`src/design/rgba_rld_pkg.sv`:
```
// ----------------------------------------------------------------------------
// rgba_rld_pkg
// Shared types and constants of the RGBA run-length decoder.
// ----------------------------------------------------------------------------
package rgba_rld_pkg;

  // widths of counters, limits and fields
  localparam int CNT_W    = 25;
  localparam int BYTE_W   = 8;
  localparam int WORD_W   = 32;
  localparam int REPEAT_W = 9;
  localparam int STATUS_W = 2;
  localparam int ADDR_W   = 2;

  // largest legal limits
  localparam logic [CNT_W-1:0] MAX_STREAM_BYTES = 25'h100_0000;
  localparam logic [CNT_W-1:0] MAX_PIXELS       = 25'h100_0000;

  // alpha of opaque runs
  localparam logic [BYTE_W-1:0] ALPHA_OPAQUE = 8'hFF;

  // configuration register indexes
  localparam logic [ADDR_W-1:0] REG_CONTROL_LENGTH  = 2'd0;
  localparam logic [ADDR_W-1:0] REG_DATA_LENGTH     = 2'd1;
  localparam logic [ADDR_W-1:0] REG_OUT_PIXEL_LIMIT = 2'd2;

  // decoder phase
  typedef enum logic [1:0] {
    PH_OPCODE = 2'd0,
    PH_LENGTH = 2'd1,
    PH_DATA   = 2'd2
  } phase_t;

  // result status codes
  typedef enum logic [STATUS_W-1:0] {
    ST_OK           = 2'd0,
    ST_WRONG_STREAM = 2'd1,
    ST_PAST_LIMIT   = 2'd2,
    ST_CLIPPED      = 2'd3
  } status_t;

endpackage

```
`src/design/rgba_rld_in_if.sv`:
```
// ----------------------------------------------------------------------------
// rgba_rld_in_if
// Input byte channel: one tagged byte per item, valid/ready handshake.
// ----------------------------------------------------------------------------
interface rgba_rld_in_if import rgba_rld_pkg::*; ();

  logic              valid;
  logic              ready;
  logic              from_data_stream;
  logic [BYTE_W-1:0] in_byte;

  modport source (output valid, output from_data_stream, output in_byte, input ready);
  modport sink   (input valid, input from_data_stream, input in_byte, output ready);

endinterface

```
`src/design/rgba_rld_out_if.sv`:
```
// ----------------------------------------------------------------------------
// rgba_rld_out_if
// Result channel: one decoded result per item, valid/ready handshake.
// ----------------------------------------------------------------------------
interface rgba_rld_out_if import rgba_rld_pkg::*; ();

  logic                valid;
  logic                ready;
  logic                pixel_valid;
  logic [WORD_W-1:0]   pixel_word;
  logic [REPEAT_W-1:0] repeat_count;
  logic                next_from_data;
  logic [STATUS_W-1:0] status;
  logic                finished;

  modport source (output valid, output pixel_valid, output pixel_word, output repeat_count,
                  output next_from_data, output status, output finished, input ready);
  modport sink   (input valid, input pixel_valid, input pixel_word, input repeat_count,
                  input next_from_data, input status, input finished, output ready);

endinterface

```
`src/design/rgba_run_length_decoder.sv`:
```
// ----------------------------------------------------------------------------
// rgba_run_length_decoder
// Decodes tagged control and colour bytes into RGBA pixels and pixel runs.
// ----------------------------------------------------------------------------
// Each accepted byte yields exactly one result item. The decoder takes one
// byte per cycle: the phase and counter update and the result are computed in
// the same cycle from the byte and the state registers, and the result lands
// in an output register, so a new byte is accepted whenever that register is
// empty or is being drained. The result is valid in the cycle after its byte is accepted.
// Transparent runs leave as a single result with a repeat count; opaque runs
// leave one pixel per three data bytes. Limits are set through the cfg_ port
// (values above 2^24 are clamped) and must be written while the block is idle.
// ----------------------------------------------------------------------------
module rgba_run_length_decoder import rgba_rld_pkg::*; (
  input  logic               clk,
  input  logic               rst_n,
  input  logic               cfg_we,
  input  logic [ADDR_W-1:0]  cfg_addr,
  input  logic [CNT_W-1:0]   cfg_wdata,
  rgba_rld_in_if.sink        in_chan,
  rgba_rld_out_if.source     out_chan
);

  // configuration registers
  logic [CNT_W-1:0] control_length_r, data_length_r, out_pixel_limit_r;

  // decoder state
  phase_t              phase_r, phase_nxt;
  logic                run_is_opaque_r, run_is_opaque_nxt;
  logic [REPEAT_W-1:0] pixels_left_r, pixels_left_nxt;
  logic [1:0]          byte_in_pixel_r, byte_in_pixel_nxt;
  logic [15:0]         colour_r, colour_nxt;
  logic [BYTE_W-1:0]   alpha_r, alpha_nxt;
  logic [CNT_W-1:0]    control_used_r, control_used_nxt;
  logic [CNT_W-1:0]    data_used_r, data_used_nxt;
  logic [CNT_W-1:0]    pixels_written_r, pixels_written_nxt;

  // result register
  logic                out_valid_r;
  logic                pixel_valid_r, pixel_valid_nxt;
  logic [WORD_W-1:0]   pixel_word_r, pixel_word_nxt;
  logic [REPEAT_W-1:0] repeat_r, repeat_nxt;
  logic                next_data_r;
  status_t             status_r, status_nxt;
  logic                finished_r, finished_nxt;

  // step signals
  logic                in_fire;
  logic                stopped_now;
  logic                stream_ok;
  logic                step_ok;
  logic [BYTE_W-1:0]   b;
  logic [REPEAT_W-1:0] want;
  logic [CNT_W-1:0]    room;
  logic                clipped;
  logic [REPEAT_W-1:0] cnt;

  // decoding stops on the pixel limit or on the input limit the phase needs
  function automatic logic is_stopped(input phase_t ph, input logic [CNT_W-1:0] c_used,
                                      input logic [CNT_W-1:0] d_used,
                                      input logic [CNT_W-1:0] p_written,
                                      input logic [CNT_W-1:0] c_len,
                                      input logic [CNT_W-1:0] d_len,
                                      input logic [CNT_W-1:0] p_lim);
    logic ctrl_out;
    logic data_out;
    logic res;
    ctrl_out = c_used >= c_len;
    data_out = d_used >= d_len;
    if (p_written >= p_lim) begin
      res = 1'b1;
    end else if (ph == PH_LENGTH) begin
      res = ctrl_out;
    end else if (ph == PH_DATA) begin
      res = data_out;
    end else begin
      res = ctrl_out || data_out;
    end
    return res;
  endfunction

  // handshake
  assign in_chan.ready = !out_valid_r || out_chan.ready;
  assign in_fire       = in_chan.valid && in_chan.ready;

  // configuration writes, clamped to the largest legal limit
  always_ff @(posedge clk) begin
    if (!rst_n) begin
      control_length_r  <= '0;
      data_length_r     <= '0;
      out_pixel_limit_r <= '0;
    end else if (cfg_we) begin
      case (cfg_addr)
        REG_CONTROL_LENGTH: begin
          control_length_r <= (cfg_wdata > MAX_STREAM_BYTES) ? MAX_STREAM_BYTES : cfg_wdata;
        end
        REG_DATA_LENGTH: begin
          data_length_r <= (cfg_wdata > MAX_STREAM_BYTES) ? MAX_STREAM_BYTES : cfg_wdata;
        end
        REG_OUT_PIXEL_LIMIT: begin
          out_pixel_limit_r <= (cfg_wdata > MAX_PIXELS) ? MAX_PIXELS : cfg_wdata;
        end
        default: begin
        end
      endcase
    end
  end

  // shared step terms
  assign b           = in_chan.in_byte;
  assign stopped_now = is_stopped(phase_r, control_used_r, data_used_r, pixels_written_r,
                                  control_length_r, data_length_r, out_pixel_limit_r);
  assign stream_ok   = in_chan.from_data_stream == (phase_r == PH_DATA);
  assign step_ok     = !stopped_now && stream_ok;
  assign want        = {1'b0, b} + 9'd1;
  assign room        = (out_pixel_limit_r > pixels_written_r) ?
                       (out_pixel_limit_r - pixels_written_r) : '0;
  assign clipped     = room < {{(CNT_W-REPEAT_W){1'b0}}, want};
  assign cnt         = clipped ? room[REPEAT_W-1:0] : want;

  // next state
  always_comb begin
    phase_nxt          = phase_r;
    run_is_opaque_nxt  = run_is_opaque_r;
    pixels_left_nxt    = pixels_left_r;
    byte_in_pixel_nxt  = byte_in_pixel_r;
    colour_nxt         = colour_r;
    alpha_nxt          = alpha_r;
    control_used_nxt   = control_used_r;
    data_used_nxt      = data_used_r;
    pixels_written_nxt = pixels_written_r;
    if (step_ok) begin
      case (phase_r)
        PH_OPCODE: begin
          control_used_nxt = control_used_r + 25'd1;
          if (b <= 8'd1) begin
            run_is_opaque_nxt = b[0];
            phase_nxt         = PH_LENGTH;
          end else begin
            alpha_nxt         = ~(b - 8'd1);
            pixels_left_nxt   = 9'd1;
            byte_in_pixel_nxt = 2'd0;
            colour_nxt        = '0;
            phase_nxt         = PH_DATA;
          end
        end
        PH_LENGTH: begin
          control_used_nxt = control_used_r + 25'd1;
          if (!run_is_opaque_r) begin
            pixels_written_nxt = pixels_written_r + {{(CNT_W-REPEAT_W){1'b0}}, cnt};
            phase_nxt          = PH_OPCODE;
          end else begin
            alpha_nxt         = ALPHA_OPAQUE;
            pixels_left_nxt   = cnt;
            byte_in_pixel_nxt = 2'd0;
            colour_nxt        = '0;
            phase_nxt         = (cnt != '0) ? PH_DATA : PH_OPCODE;
          end
        end
        PH_DATA: begin
          data_used_nxt = data_used_r + 25'd1;
          case (byte_in_pixel_r)
            2'd0: begin
              colour_nxt        = {8'h00, b};
              byte_in_pixel_nxt = 2'd1;
            end
            2'd1: begin
              colour_nxt        = {b, colour_r[7:0]};
              byte_in_pixel_nxt = 2'd2;
            end
            default: begin
              pixels_written_nxt = pixels_written_r + 25'd1;
              byte_in_pixel_nxt  = 2'd0;
              pixels_left_nxt    = (pixels_left_r != '0) ? pixels_left_r - 9'd1 : '0;
              if (pixels_left_r <= 9'd1) begin
                phase_nxt = PH_OPCODE;
              end
            end
          endcase
        end
        default: begin
        end
      endcase
    end
  end

  // result fields
  always_comb begin
    pixel_valid_nxt = 1'b0;
    pixel_word_nxt  = '0;
    repeat_nxt      = '0;
    status_nxt      = ST_OK;
    if (stopped_now) begin
      status_nxt = ST_PAST_LIMIT;
    end else if (!stream_ok) begin
      status_nxt = ST_WRONG_STREAM;
    end else begin
      case (phase_r)
        PH_LENGTH: begin
          if (clipped) begin
            status_nxt = ST_CLIPPED;
          end
          if (!run_is_opaque_r && cnt != '0) begin
            pixel_valid_nxt = 1'b1;
            repeat_nxt      = cnt;
          end
        end
        PH_DATA: begin
          if (byte_in_pixel_r == 2'd2) begin
            pixel_valid_nxt = 1'b1;
            pixel_word_nxt  = {alpha_r, b, colour_r};
            repeat_nxt      = 9'd1;
          end
        end
        default: begin
        end
      endcase
    end
    finished_nxt = is_stopped(phase_nxt, control_used_nxt, data_used_nxt, pixels_written_nxt,
                              control_length_r, data_length_r, out_pixel_limit_r);
  end

  // state registers
  always_ff @(posedge clk) begin
    if (!rst_n) begin
      phase_r          <= PH_OPCODE;
      run_is_opaque_r  <= 1'b0;
      pixels_left_r    <= '0;
      byte_in_pixel_r  <= '0;
      colour_r         <= '0;
      alpha_r          <= '0;
      control_used_r   <= '0;
      data_used_r      <= '0;
      pixels_written_r <= '0;
    end else if (in_fire) begin
      phase_r          <= phase_nxt;
      run_is_opaque_r  <= run_is_opaque_nxt;
      pixels_left_r    <= pixels_left_nxt;
      byte_in_pixel_r  <= byte_in_pixel_nxt;
      colour_r         <= colour_nxt;
      alpha_r          <= alpha_nxt;
      control_used_r   <= control_used_nxt;
      data_used_r      <= data_used_nxt;
      pixels_written_r <= pixels_written_nxt;
    end
  end

  // result register valid
  always_ff @(posedge clk) begin
    if (!rst_n) begin
      out_valid_r <= 1'b0;
    end else if (in_fire) begin
      out_valid_r <= 1'b1;
    end else if (out_chan.ready) begin
      out_valid_r <= 1'b0;
    end
  end

  // result register payload
  always_ff @(posedge clk) begin
    if (in_fire) begin
      pixel_valid_r <= pixel_valid_nxt;
      pixel_word_r  <= pixel_word_nxt;
      repeat_r      <= repeat_nxt;
      next_data_r   <= (phase_nxt == PH_DATA);
      status_r      <= status_nxt;
      finished_r    <= finished_nxt;
    end
  end

  // result channel
  assign out_chan.valid          = out_valid_r;
  assign out_chan.pixel_valid    = pixel_valid_r;
  assign out_chan.pixel_word     = pixel_word_r;
  assign out_chan.repeat_count   = repeat_r;
  assign out_chan.next_from_data = next_data_r;
  assign out_chan.status         = status_r;
  assign out_chan.finished       = finished_r;

endmodule

```
`src/flat_wrapper.sv`:
```
// flat-port wrapper written by rule: the top's interface ports become plain ports
module rgba_run_length_decoder_flat import rgba_rld_pkg::*;
  (clk, rst_n, cfg_we, cfg_addr, cfg_wdata, in_chan_valid, in_chan_from_data_stream, in_chan_in_byte, in_chan_ready, out_chan_valid, out_chan_pixel_valid, out_chan_pixel_word, out_chan_repeat_count, out_chan_next_from_data, out_chan_status, out_chan_finished, out_chan_ready);
  rgba_rld_in_if in_chan_i ();
  rgba_rld_out_if out_chan_i ();
  input  logic clk;
  input  logic rst_n;
  input  logic cfg_we;
  input  logic [ADDR_W-1:0] cfg_addr;
  input  logic [CNT_W-1:0] cfg_wdata;
  input wire logic [$bits(in_chan_i.valid)-1:0] in_chan_valid;
  input wire logic [$bits(in_chan_i.from_data_stream)-1:0] in_chan_from_data_stream;
  input wire logic [$bits(in_chan_i.in_byte)-1:0] in_chan_in_byte;
  output wire logic [$bits(in_chan_i.ready)-1:0] in_chan_ready;
  output wire logic [$bits(out_chan_i.valid)-1:0] out_chan_valid;
  output wire logic [$bits(out_chan_i.pixel_valid)-1:0] out_chan_pixel_valid;
  output wire logic [$bits(out_chan_i.pixel_word)-1:0] out_chan_pixel_word;
  output wire logic [$bits(out_chan_i.repeat_count)-1:0] out_chan_repeat_count;
  output wire logic [$bits(out_chan_i.next_from_data)-1:0] out_chan_next_from_data;
  output wire logic [$bits(out_chan_i.status)-1:0] out_chan_status;
  output wire logic [$bits(out_chan_i.finished)-1:0] out_chan_finished;
  input wire logic [$bits(out_chan_i.ready)-1:0] out_chan_ready;
  assign in_chan_i.valid = in_chan_valid;
  assign in_chan_i.from_data_stream = in_chan_from_data_stream;
  assign in_chan_i.in_byte = in_chan_in_byte;
  assign in_chan_ready = in_chan_i.ready;
  assign out_chan_valid = out_chan_i.valid;
  assign out_chan_pixel_valid = out_chan_i.pixel_valid;
  assign out_chan_pixel_word = out_chan_i.pixel_word;
  assign out_chan_repeat_count = out_chan_i.repeat_count;
  assign out_chan_next_from_data = out_chan_i.next_from_data;
  assign out_chan_status = out_chan_i.status;
  assign out_chan_finished = out_chan_i.finished;
  assign out_chan_i.ready = out_chan_ready;
  rgba_run_length_decoder u_core (.clk(clk), .rst_n(rst_n), .cfg_we(cfg_we), .cfg_addr(cfg_addr), .cfg_wdata(cfg_wdata), .in_chan(in_chan_i), .out_chan(out_chan_i));
endmodule
```
`config.mk`:
```
export PLATFORM = sky130hd
export DESIGN_NAME = rgba_run_length_decoder_flat
export DESIGN_NICKNAME = d
export VERILOG_FILES = /design/src/design/rgba_rld_pkg.sv /design/src/design/rgba_rld_in_if.sv /design/src/design/rgba_rld_out_if.sv /design/src/design/rgba_run_length_decoder.sv /design/src/flat_wrapper.sv
export SDC_FILE = /design/constraint.sdc
export NUM_CORES = 1
export LEC_CHECK = 0
export BUFFER_PORTS_ARGS = -buffer_cell sky130_fd_sc_hd__clkbuf_2
export CAP_MARGIN = 30
export CORE_UTILIZATION = 25
export CTS_CLUSTER_DIAMETER = 80
export DETAILED_ROUTE_END_ITERATION = 10
export PLACE_DENSITY = 0.48
export REMOVE_ABC_BUFFERS = 1
export SLEW_MARGIN = 0
export SYNTH_ARGS = -nofsm -noshare
export SYNTH_HDL_FRONTEND = slang
export SYNTH_SLANG_ARGS = --single-unit
```
`constraint.sdc`:
```
create_clock -name clk -period 13 [get_ports clk]
set_input_delay 0.65 -clock clk [delete_from_list [all_inputs] [get_ports clk]]
set_output_delay 0.65 -clock clk [all_outputs]
set_load 0.02 [all_outputs]
```
Word level (Yosys, flattened, before mapping)
Cells that the tools add are included.

Bits in registers: 235. Bits of input ports: 41. Output and inout bits: 48. Logic and storage cells: 138.

Add/subtract/negate cells: 8. Magnitude comparators: 11. Equal/unequal tests: 15. Muxes and demuxes: 50. Bitwise operators: 4. Reduce and logical (&&, ||, !) cells: 30.

Operators by type and width (number): two-way mux 25 bit (9); >= comparator 25 bit (6); adder 25 x 1 -> 25 bit, second input constant (3); two-way mux 9 bit (6); one-hot mux 25 bit (2 select lines) (1); one-hot mux 16 bit (3 select lines) (1); two-way mux 16 bit (2); one-hot mux 16 bit (2 select lines) (1); one-hot mux 9 bit (3 select lines) (1); adder 25 x 9 -> 25 bit (1); greater-than comparator 25 bit (1); greater-than comparator 25 bit, second input constant (1); < comparator 25 x 9 -> 1 bit (1); subtractor 25 bit (1); two-way mux 2 bit (11); one-hot mux 9 bit (2 select lines) (1); nonzero test 9 bit (2); two-way mux 8 bit (2); one-hot mux 8 bit (2 select lines) (1); one-hot mux 2 bit (3 select lines) (2); AND reduction 6 bit (2); two-way mux 1 bit (10); AND reduction 5 bit (2); adder 8 x 1 -> 9 bit, second input constant (1); other kinds (25) (49).

Logic depth before layout (Yosys ltp)
Gate-level depths: netlist of run 1.

Depth after elaboration: 12. Gate-level depth with buffers: 46. Mapped depth without buffers: 45.

Worst setup path after synthesis of run 1
No wires, ideal clock.

Path type: reg2reg. Start: register u_core.pixels_written_r[3]. End: register u_core.finished_r (netlist: u_core.out_chan.finished), data pin. Setup time: 263 ps. Data arrival time: 7346 ps. Data required time: 12737 ps. Setup slack: 5391 ps. Cell stages (with the launch flop): 43. Path buffers: 0. Period minus slack after synthesis: 7609 ps. Path through: dfxtp_1 inv_1 ha_1 a21o_1 a21oi_1 a211oi_2 nor3_1 o21a_1 a21o_1 nor2_1 ha_1 o21ai_0 nor2_1 a211oi_1 o21ai_0 a21oi_1 o31ai_1 nor2_1 (+7 left out) a21oi_1 nor2b_1 o21ai_0 a211oi_1 and4_1 a22o_1 nand2_1 o21ai_0 ha_1 a21o_1 a21oi_1 nor2b_1 o21ai_0 nand2_1 a21oi_1 o21bai_1 a21oi_1 o31ai_1.

Elaborated cells between the ends (all ways): 30. Those cells by class: add/sub: 3; order compare: 6; eq/ne: 2; mux: 15; reduce/logical: 4.

RTL lines: start: declaration (line rgba_run_length_decoder.sv:36) `logic [CNT_W-1:0] pixels_written_r, pixels_written_nxt;`; start signal: assignment (line rgba_run_length_decoder.sv:244) `pixels_written_r <= pixels_written_nxt;`; subtractor 25 bit or greater-than comparator 25 bit (tied branches) (line rgba_run_length_decoder.sv:117, rgba_run_length_decoder.sv:116); two-way mux 25 bit (line rgba_run_length_decoder.sv:116) `assign room = (out_pixel_limit_r > pixels_written_r) ?`; < comparator 25 x 9 -> 1 bit (line rgba_run_length_decoder.sv:118) `assign clipped = room < {{(CNT_W-REPEAT_W){1'b0}}, want};`; two-way mux 9 bit (line rgba_run_length_decoder.sv:119) `assign cnt = clipped ? room[REPEAT_W-1:0] : want;`; adder 25 x 9 -> 25 bit (line rgba_run_length_decoder.sv:150) `pixels_written_nxt = pixels_written_r + {{(CNT_W-REPEAT_W){1'b0}}, cnt};`; two-way mux 25 bit (line rgba_run_length_decoder.sv:149) `if (!run_is_opaque_r) begin`; one-hot mux 25 bit (2 select lines) (line rgba_run_length_decoder.sv:133) `case (phase_r)`; two-way mux 25 bit * (line rgba_run_length_decoder.sv:132) `if (step_ok) begin`; net u_core.pixels_written_nxt[18] (line rgba_run_length_decoder.sv:36); >= comparator 25 bit * (line rgba_run_length_decoder.sv:70) `if (p_written >= p_lim) begin`; end signal: assignment (line rgba_run_length_decoder.sv:267) `finished_r <= finished_nxt;`; end: declaration (line rgba_run_length_decoder.sv:45) `logic finished_r, finished_nxt;`.

Mark *: on every way through the listed nets, which the timed path passes. The rest lies on a longest branch. A chain may end at the register's enable or synchronous reset.

Final worst setup path of run 1
Ends and elaborated chain as after synthesis.

==> reports/qor.yml, run 1 <==
clock_network:
  cts_resized: 0
  cts_setup_buffers: 0
  cts_htree_levels: 1
  clock-sinks: 235
  cts_buffers: 30
  cts_root_buffer: "clkbuf_16"
  clk_path_buf_depth: 3
  insertion_delay_ns: 0.59
  cts_tree: "done"
  clk_pin_slew_ns: 0.06
  holdBufCountCts: 0
logic_synthesis:
  synth_common_cells: "nand2_1, nor2_1, a21oi_1"
  yosys_warnings: 0
  yosysTopAreaCellShare_pct: 22.3
  synthAdderAreaFrac_pct: 13.4
  async_flop_share_pct: 0
  ys_types: 91
  synth_edf_count: 46
  synthMuxAreaShare_pct: 0.847
  synth_compound_area_share_pct: 19.4
  synthTopCellsByArea: "dfxtp_1, ha_1, edfxtp_1"
  ys_seq_area_share_pct: 30.4
  synth.most_common_cell: "nand2_1"
  synth_xor_area_share_pct: 6.50
  synth_top_flop_cell: "dfxtp_1"
  synth_seq_cells: 235
  yosys.area.top_type: "dfxtp_1"
  syn_area_mm2: 0.0170
  synth_top_family_by_area: "simple AND/OR/NAND/NOR gates"
  syn_area_per_cell_um2: 7.94
  netlist_instances: 2139
  yosys.area_share.simple_pct: 23.4
critical_path:
  crit_slowest_cell: "o31ai_1"
  crit_required_ns: 13.41
  critPathMaxFanout: 8
  worstSetupPathType: "reg -> reg"
  arrival_ns: 9.74
  cp-end-kind: "flip-flop"
  cp_common_cell: "a21oi_1"
  worstSetupStartpointType: "flip-flop"
  max_stage_delay_ns: 0.71
floorplan:
  die_x_um: 263
  die_y_um: 263
  placementRows: 95
  num_io_pins: 89
  initial_core_util_pct: 25.3
  die_area_mm2: 0.0690
  coreArea_mm2: 0.0672
grt:
  grt.overflow.total: 0
  grt_usage_pct: 15.8
  grt_pass1_vias: 15200
  grt_pass1_wl_um: 87000
  grt_antenna_before_repair: 3
  grt_max_degree: 86
route:
  wl_per_cell_um: 18.1
  routed_wl_um: 55600
  wl_met2_um: 25700
  wl_met3_um: 2900
  drt_iter0_markers: 1069
  dr_total_vias: 15600
  vias_per_cell: 5.08
  drcViolationCount: 0
  ant_nets: 0
  wl_met1_um: 25800
  routed.top_layer: "met5"
  first_pass_iters: 5
sta:
  layout_setup_ws_ns: 3.67
  fmax_mhz: 107
  final-hold-violation-count: 0
  finalCritPeriodShare_pct: 71.8
  maxSlewHeadroom_pct: 24.9
  fin_skew_ns: 0.0409
  drv_slew: 0
  grt_setup_unrepaired: "no"
  period_needed_ns: 9.33
  setup_viol: 0
  tns_ns: 0
  tightest_slew_ns: 1.11
cells_and_area:
  layout-drive-gt1-share_pct: 9.40
  antenna_cells: 0
  layout.nets: 2400
  utilization_pct: 28.6
  syn_to_final_growth_pct: 13.1
placement:
  place_ws_ns: 3.67
  io_buffers: 88
  hpwl_um: 42700
  routabilityCongestion: 0.898
power:
  p_per_area_mw_per_mm2: 107
  vdd_drop_max_uv: 78.8
  leakage_nw: 7.54
run:
  drv_cap: 0
outcome:
  status: "finished, final reports clean"
worst_hold_path:
  hp-class: "in -> reg"
-- state kept, by name (all words and copies together), names as in the netlist, 8 cells and up --
name / flops
u_core.alpha_r: 8
u_core.colour_r: 16
u_core.control_length_r: 25
u_core.control_used_r: 25
u_core.data_length_r: 25
u_core.data_used_r: 25
u_core.out_chan.pixel_word: 32
u_core.out_chan.repeat_count: 9
u_core.out_pixel_limit_r: 25
u_core.pixels_left_r: 9
u_core.pixels_written_r: 25
-- final timing paths --
path | start | to | slack, ns | depth (start not counted)
setup / recovery | u_core.pixels_written_r[3] | u_core.out_chan.finished | 3.67 | 42
hold / removal | in_chan_valid | u_core.out_chan.valid | 0.30 | 3
setup reg to reg | u_core.pixels_written_r[3] | u_core.out_chan.finished | 3.67 | 42
hold reg to reg | u_core.data_length_r[3] | u_core.data_length_r[3] | 0.45 | 2
-- logic make-up (layout without fill, tap and decap cells) --
family | count (synthesis) | after routing
AOI/OAI and AO/OA | 515 | 515
adders and majority gates | 181 | 181
DFF | 235 | 235
buffers and inverters | 241 | 303
muxes | 13 | 13
xor gates and xnor gates | 126 | 126
and+or+nand+nor | 828 | 828
-- stage by stage --
stage	area, um^2	total power, mW	hold slack (ns)	cells
finish	19200	2.05	0.301	3074
CTS	19200	2.08	0.269	3074
global placement	18200	1.23	0.449	3016
floorplan	16500	1.08	0.436	2042
global route	19200	2.15	0.301	3074
detailed placement	18200	1.23	0.448	3019
-- placed cells by master, fill, tap and decap left out, types with 30 or more instances in the layout --
master | Yosys | layout
nor3_1 | 37 | 34
a21o_1 | 45 | 45
xor2_1 | 46 | 46
ha_1 | 179 | 179
edfxtp_1 | 46 | 46
nand3_1 | 50 | 50
clkbuf_2 | 0 | 88
nand2_1 | 290 | 289
xnor2_1 | 80 | 80
clkbuf_16 | 0 | 30
and2_1 | 56 | 56
o21ai_0 | 78 | 78
a21oi_1 | 197 | 197
inv_1 | 142 | 141
nand4_1 | 56 | 56
nor2_1 | 198 | 198
dfxtp_1 | 189 | 189
-- area by class of cell --
cell class / instances / area [um^2]
Fill cell: 7228 / 47900
Multi-Input combinational cell: 1663 / 10800
Sequential cell: 235 / 5160
Tap cell: 873 / 1090
Clock buffer: 39 / 825
Timing Repair Buffer: 104 / 586
Inverter: 144 / 547
Clock inverter: 16 / 168
-- worst max-delay path, delay by kind of cell (launching register included) --
| family | cells | cell delay [ns] |
|---|---|---|
| AND/OR/NAND/NOR | 16 | 3.05 |
| flip-flops | 1 | 0.46 |
| buffers and inverters | 2 | 0.19 |
| multiplexers | 1 | 0.22 |
| adder cells (fa/ha/maj) | 5 | 1.39 |
| AO/OA/AOI/OAI | 18 | 3.83 |
-- layer usage --
layer,track usage (%),vias to the layer above
li1,-,7633
met1,21.2,7476
met2,26.6,413
met3,2.04,81
met4,3.78,2
met5,0,-
-- report_power, final --
| group | leakage (nW) | internal (mW) | total (mW) | switching [mW] |
|---|---|---|---|---|
| Clock | 0.487 | 0.490 | 0.836 | 0.346 |
| Sequential | 1.99 | 0.760 | 0.772 | 0.0123 |
| Combinational | 5.07 | 0.153 | 0.445 | 0.291 |
No activity file was read; power rests on OpenSTA's default activity.
==> inputs of run 2 (changes only) <==
clock period = 9.1 ns   (was 13 ns; I/O delays follow)
==> run 2 against run 1 <==
Clock-buffer cell count fell by 2. Sequential cell count unchanged. Largest power group unchanged. Routed wire length up 0.44%. Clock power rose by 52%. Core utilization up 0.54 points. Largest cell class unchanged. Register-to-register slack got worse by 3.0 ns.
==> reports/qor.yml, run 2 (same netlist as run 1, synthesis figures left out) <==
floorplan:
  num_io_pins: 89
  die_x_um: 263
  initial_core_util_pct: 25.3
  placementRows: 95
  die_y_um: 263
  die_area_mm2: 0.0690
  coreArea_mm2: 0.0672
cells_and_area:
  layout-drive-gt1-share_pct: 11.9
  final_cell_mix: "nand2_1, nor2_1, a21oi_1, dfxtp_1, ha_1"
  antenna_cells: 0
  utilization_pct: 29.1
  stdcell_count: 3100
  layout.nets: 2425
  fin_area_mm2: 0.0196
  layout_commonest_cell: "nand2_1"
  largest_reg_flops: 32
  syn_to_final_growth_pct: 15.2
power:
  p_per_area_mw_per_mm2: 156
  leakage_nw: 7.71
  vdd_drop_max_uv: 126
critical_path:
  crit_required_ns: 9.52
  worstSetupPathType: "reg -> reg"
  cp-end-kind: "flip-flop"
  crit_slowest_cell: "dfxtp_1"
  worstSetupStartpointType: "flip-flop"
  cp_common_cell: "a21oi_1"
  arrival_ns: 8.84
  crit_start: "u_core.pixels_written_r[2]"
  max_stage_delay_ns: 0.41
  critPathMaxFanout: 6
  r2r_start: "u_core.pixels_written_r[2]"
worst_hold_path:
  hp-class: "in -> reg"
  hold_start: "in_chan_valid"
placement:
  routabilityCongestion: 0.873
  dp_cells: 3038
  hpwl_um: 42300
  place_area_mm2: 0.0184
  io_buffers: 88
route:
  drcViolationCount: 0
  first_pass_iters: 5
  dr_total_vias: 15600
  routed_wl_um: 55900
  wl_per_cell_um: 18.0
  ant_nets: 0
  drt_iter0_markers: 1131
  vias_per_cell: 5.04
sta:
  final-hold-violation-count: 0
  drv_slew: 0
  setup_viol: 0
  fmax_mhz: 119
  finalCritPeriodShare_pct: 92.5
  fin_skew_ns: 0.0517
  tns_ns: 0
  whs_ns: 0.102
  tightest_slew_ns: 1.17
  period_needed_ns: 8.42
  maxSlewHeadroom_pct: 22.0
clock_network:
  clk_path_buf_depth: 3
  cts_htree_levels: 1
  cts_tree: "done"
  clock-sinks: 235
  holdBufCountCts: 0
  cts_root_buffer: "clkbuf_16"
  cts_buffers: 30
  insertion_delay_ns: 0.60
  clk_pin_slew_ns: 0.06
grt:
  grt_max_degree: 86
  grt_antenna_before_repair: 1
  grt_pass1_wl_um: 86100
  grt_usage_pct: 15.7
  grt.overflow.total: 0
  grt_pass1_vias: 15100
run:
  drv_cap: 0
outcome:
  status: "finished, final reports clean"
[run 2: power breakdown]
| group | switching [mW] | internal (mW) | total, mW |
|---|---|---|---|
| clock network | 0.508 | 0.761 | 1.27 |
| logic | 0.431 | 0.245 | 0.676 |
| registers | 0.0176 | 1.09 | 1.10 |
| total | 0.957 | 2.09 | 3.05 |
[run 2: path summary, 6_finish.rpt]
kind                                      end  slack, ns  cells after the start
hold reg to reg   u_core.control_length_r[19]       0.45                      2
setup / recovery     u_core.out_chan.finished       0.68                     41
setup reg to reg     u_core.out_chan.finished       0.68                     41
hold / removal          u_core.out_chan.valid       0.10                      3
[run 2: what timing repair did]
action,in CTS,in global routing
buffers inserted,0,5
resized for setup,0,34
hold endpoints to repair,0,0
endpoints found under the setup margin,0,1
[run 2: worst max-delay path, delay by kind of cell (launching register included)]
kind	cells	cell delay [ns]
buffers and inverters	1	0.10
AOI/OAI and AO/OA	21	3.88
muxes	1	0.41
DFF	1	0.41
and+or+nand+nor	14	2.17
adders and majority gates	4	1.28
[run 2: routing by layer]
metal  wire, um  up-vias  GRT usage [%]  part of all wire, %
met5          0        -              0                    0
met4       1270        0           4.07                  2.3
met3       2590       79           2.16                  4.6
met2      25900      358           26.5                   46
met1      26100     7499           20.8                   47
li1           -     7697              -                    -
[run 2: cell type report]
cell class                 count  area [um^2]
fill                        7232        47600
multi-input combinational   1663        10900
sequential                   235         5170
tap                          873         1090
clock buffer                  37          827
timing repair buffer         129          785
inverter                     144          547
clock inverter                19          225
[run 2: through the flow]
stage / power (mW) / setup slack (ns)
floorplan: 1.54 / 1.45
global placement: 1.77 / 0.315
detailed placement: 1.77 / 0.132
CTS: 3.06 / 0.146
global route: 3.19 / -0.0267
finish: 3.05 / 0.680
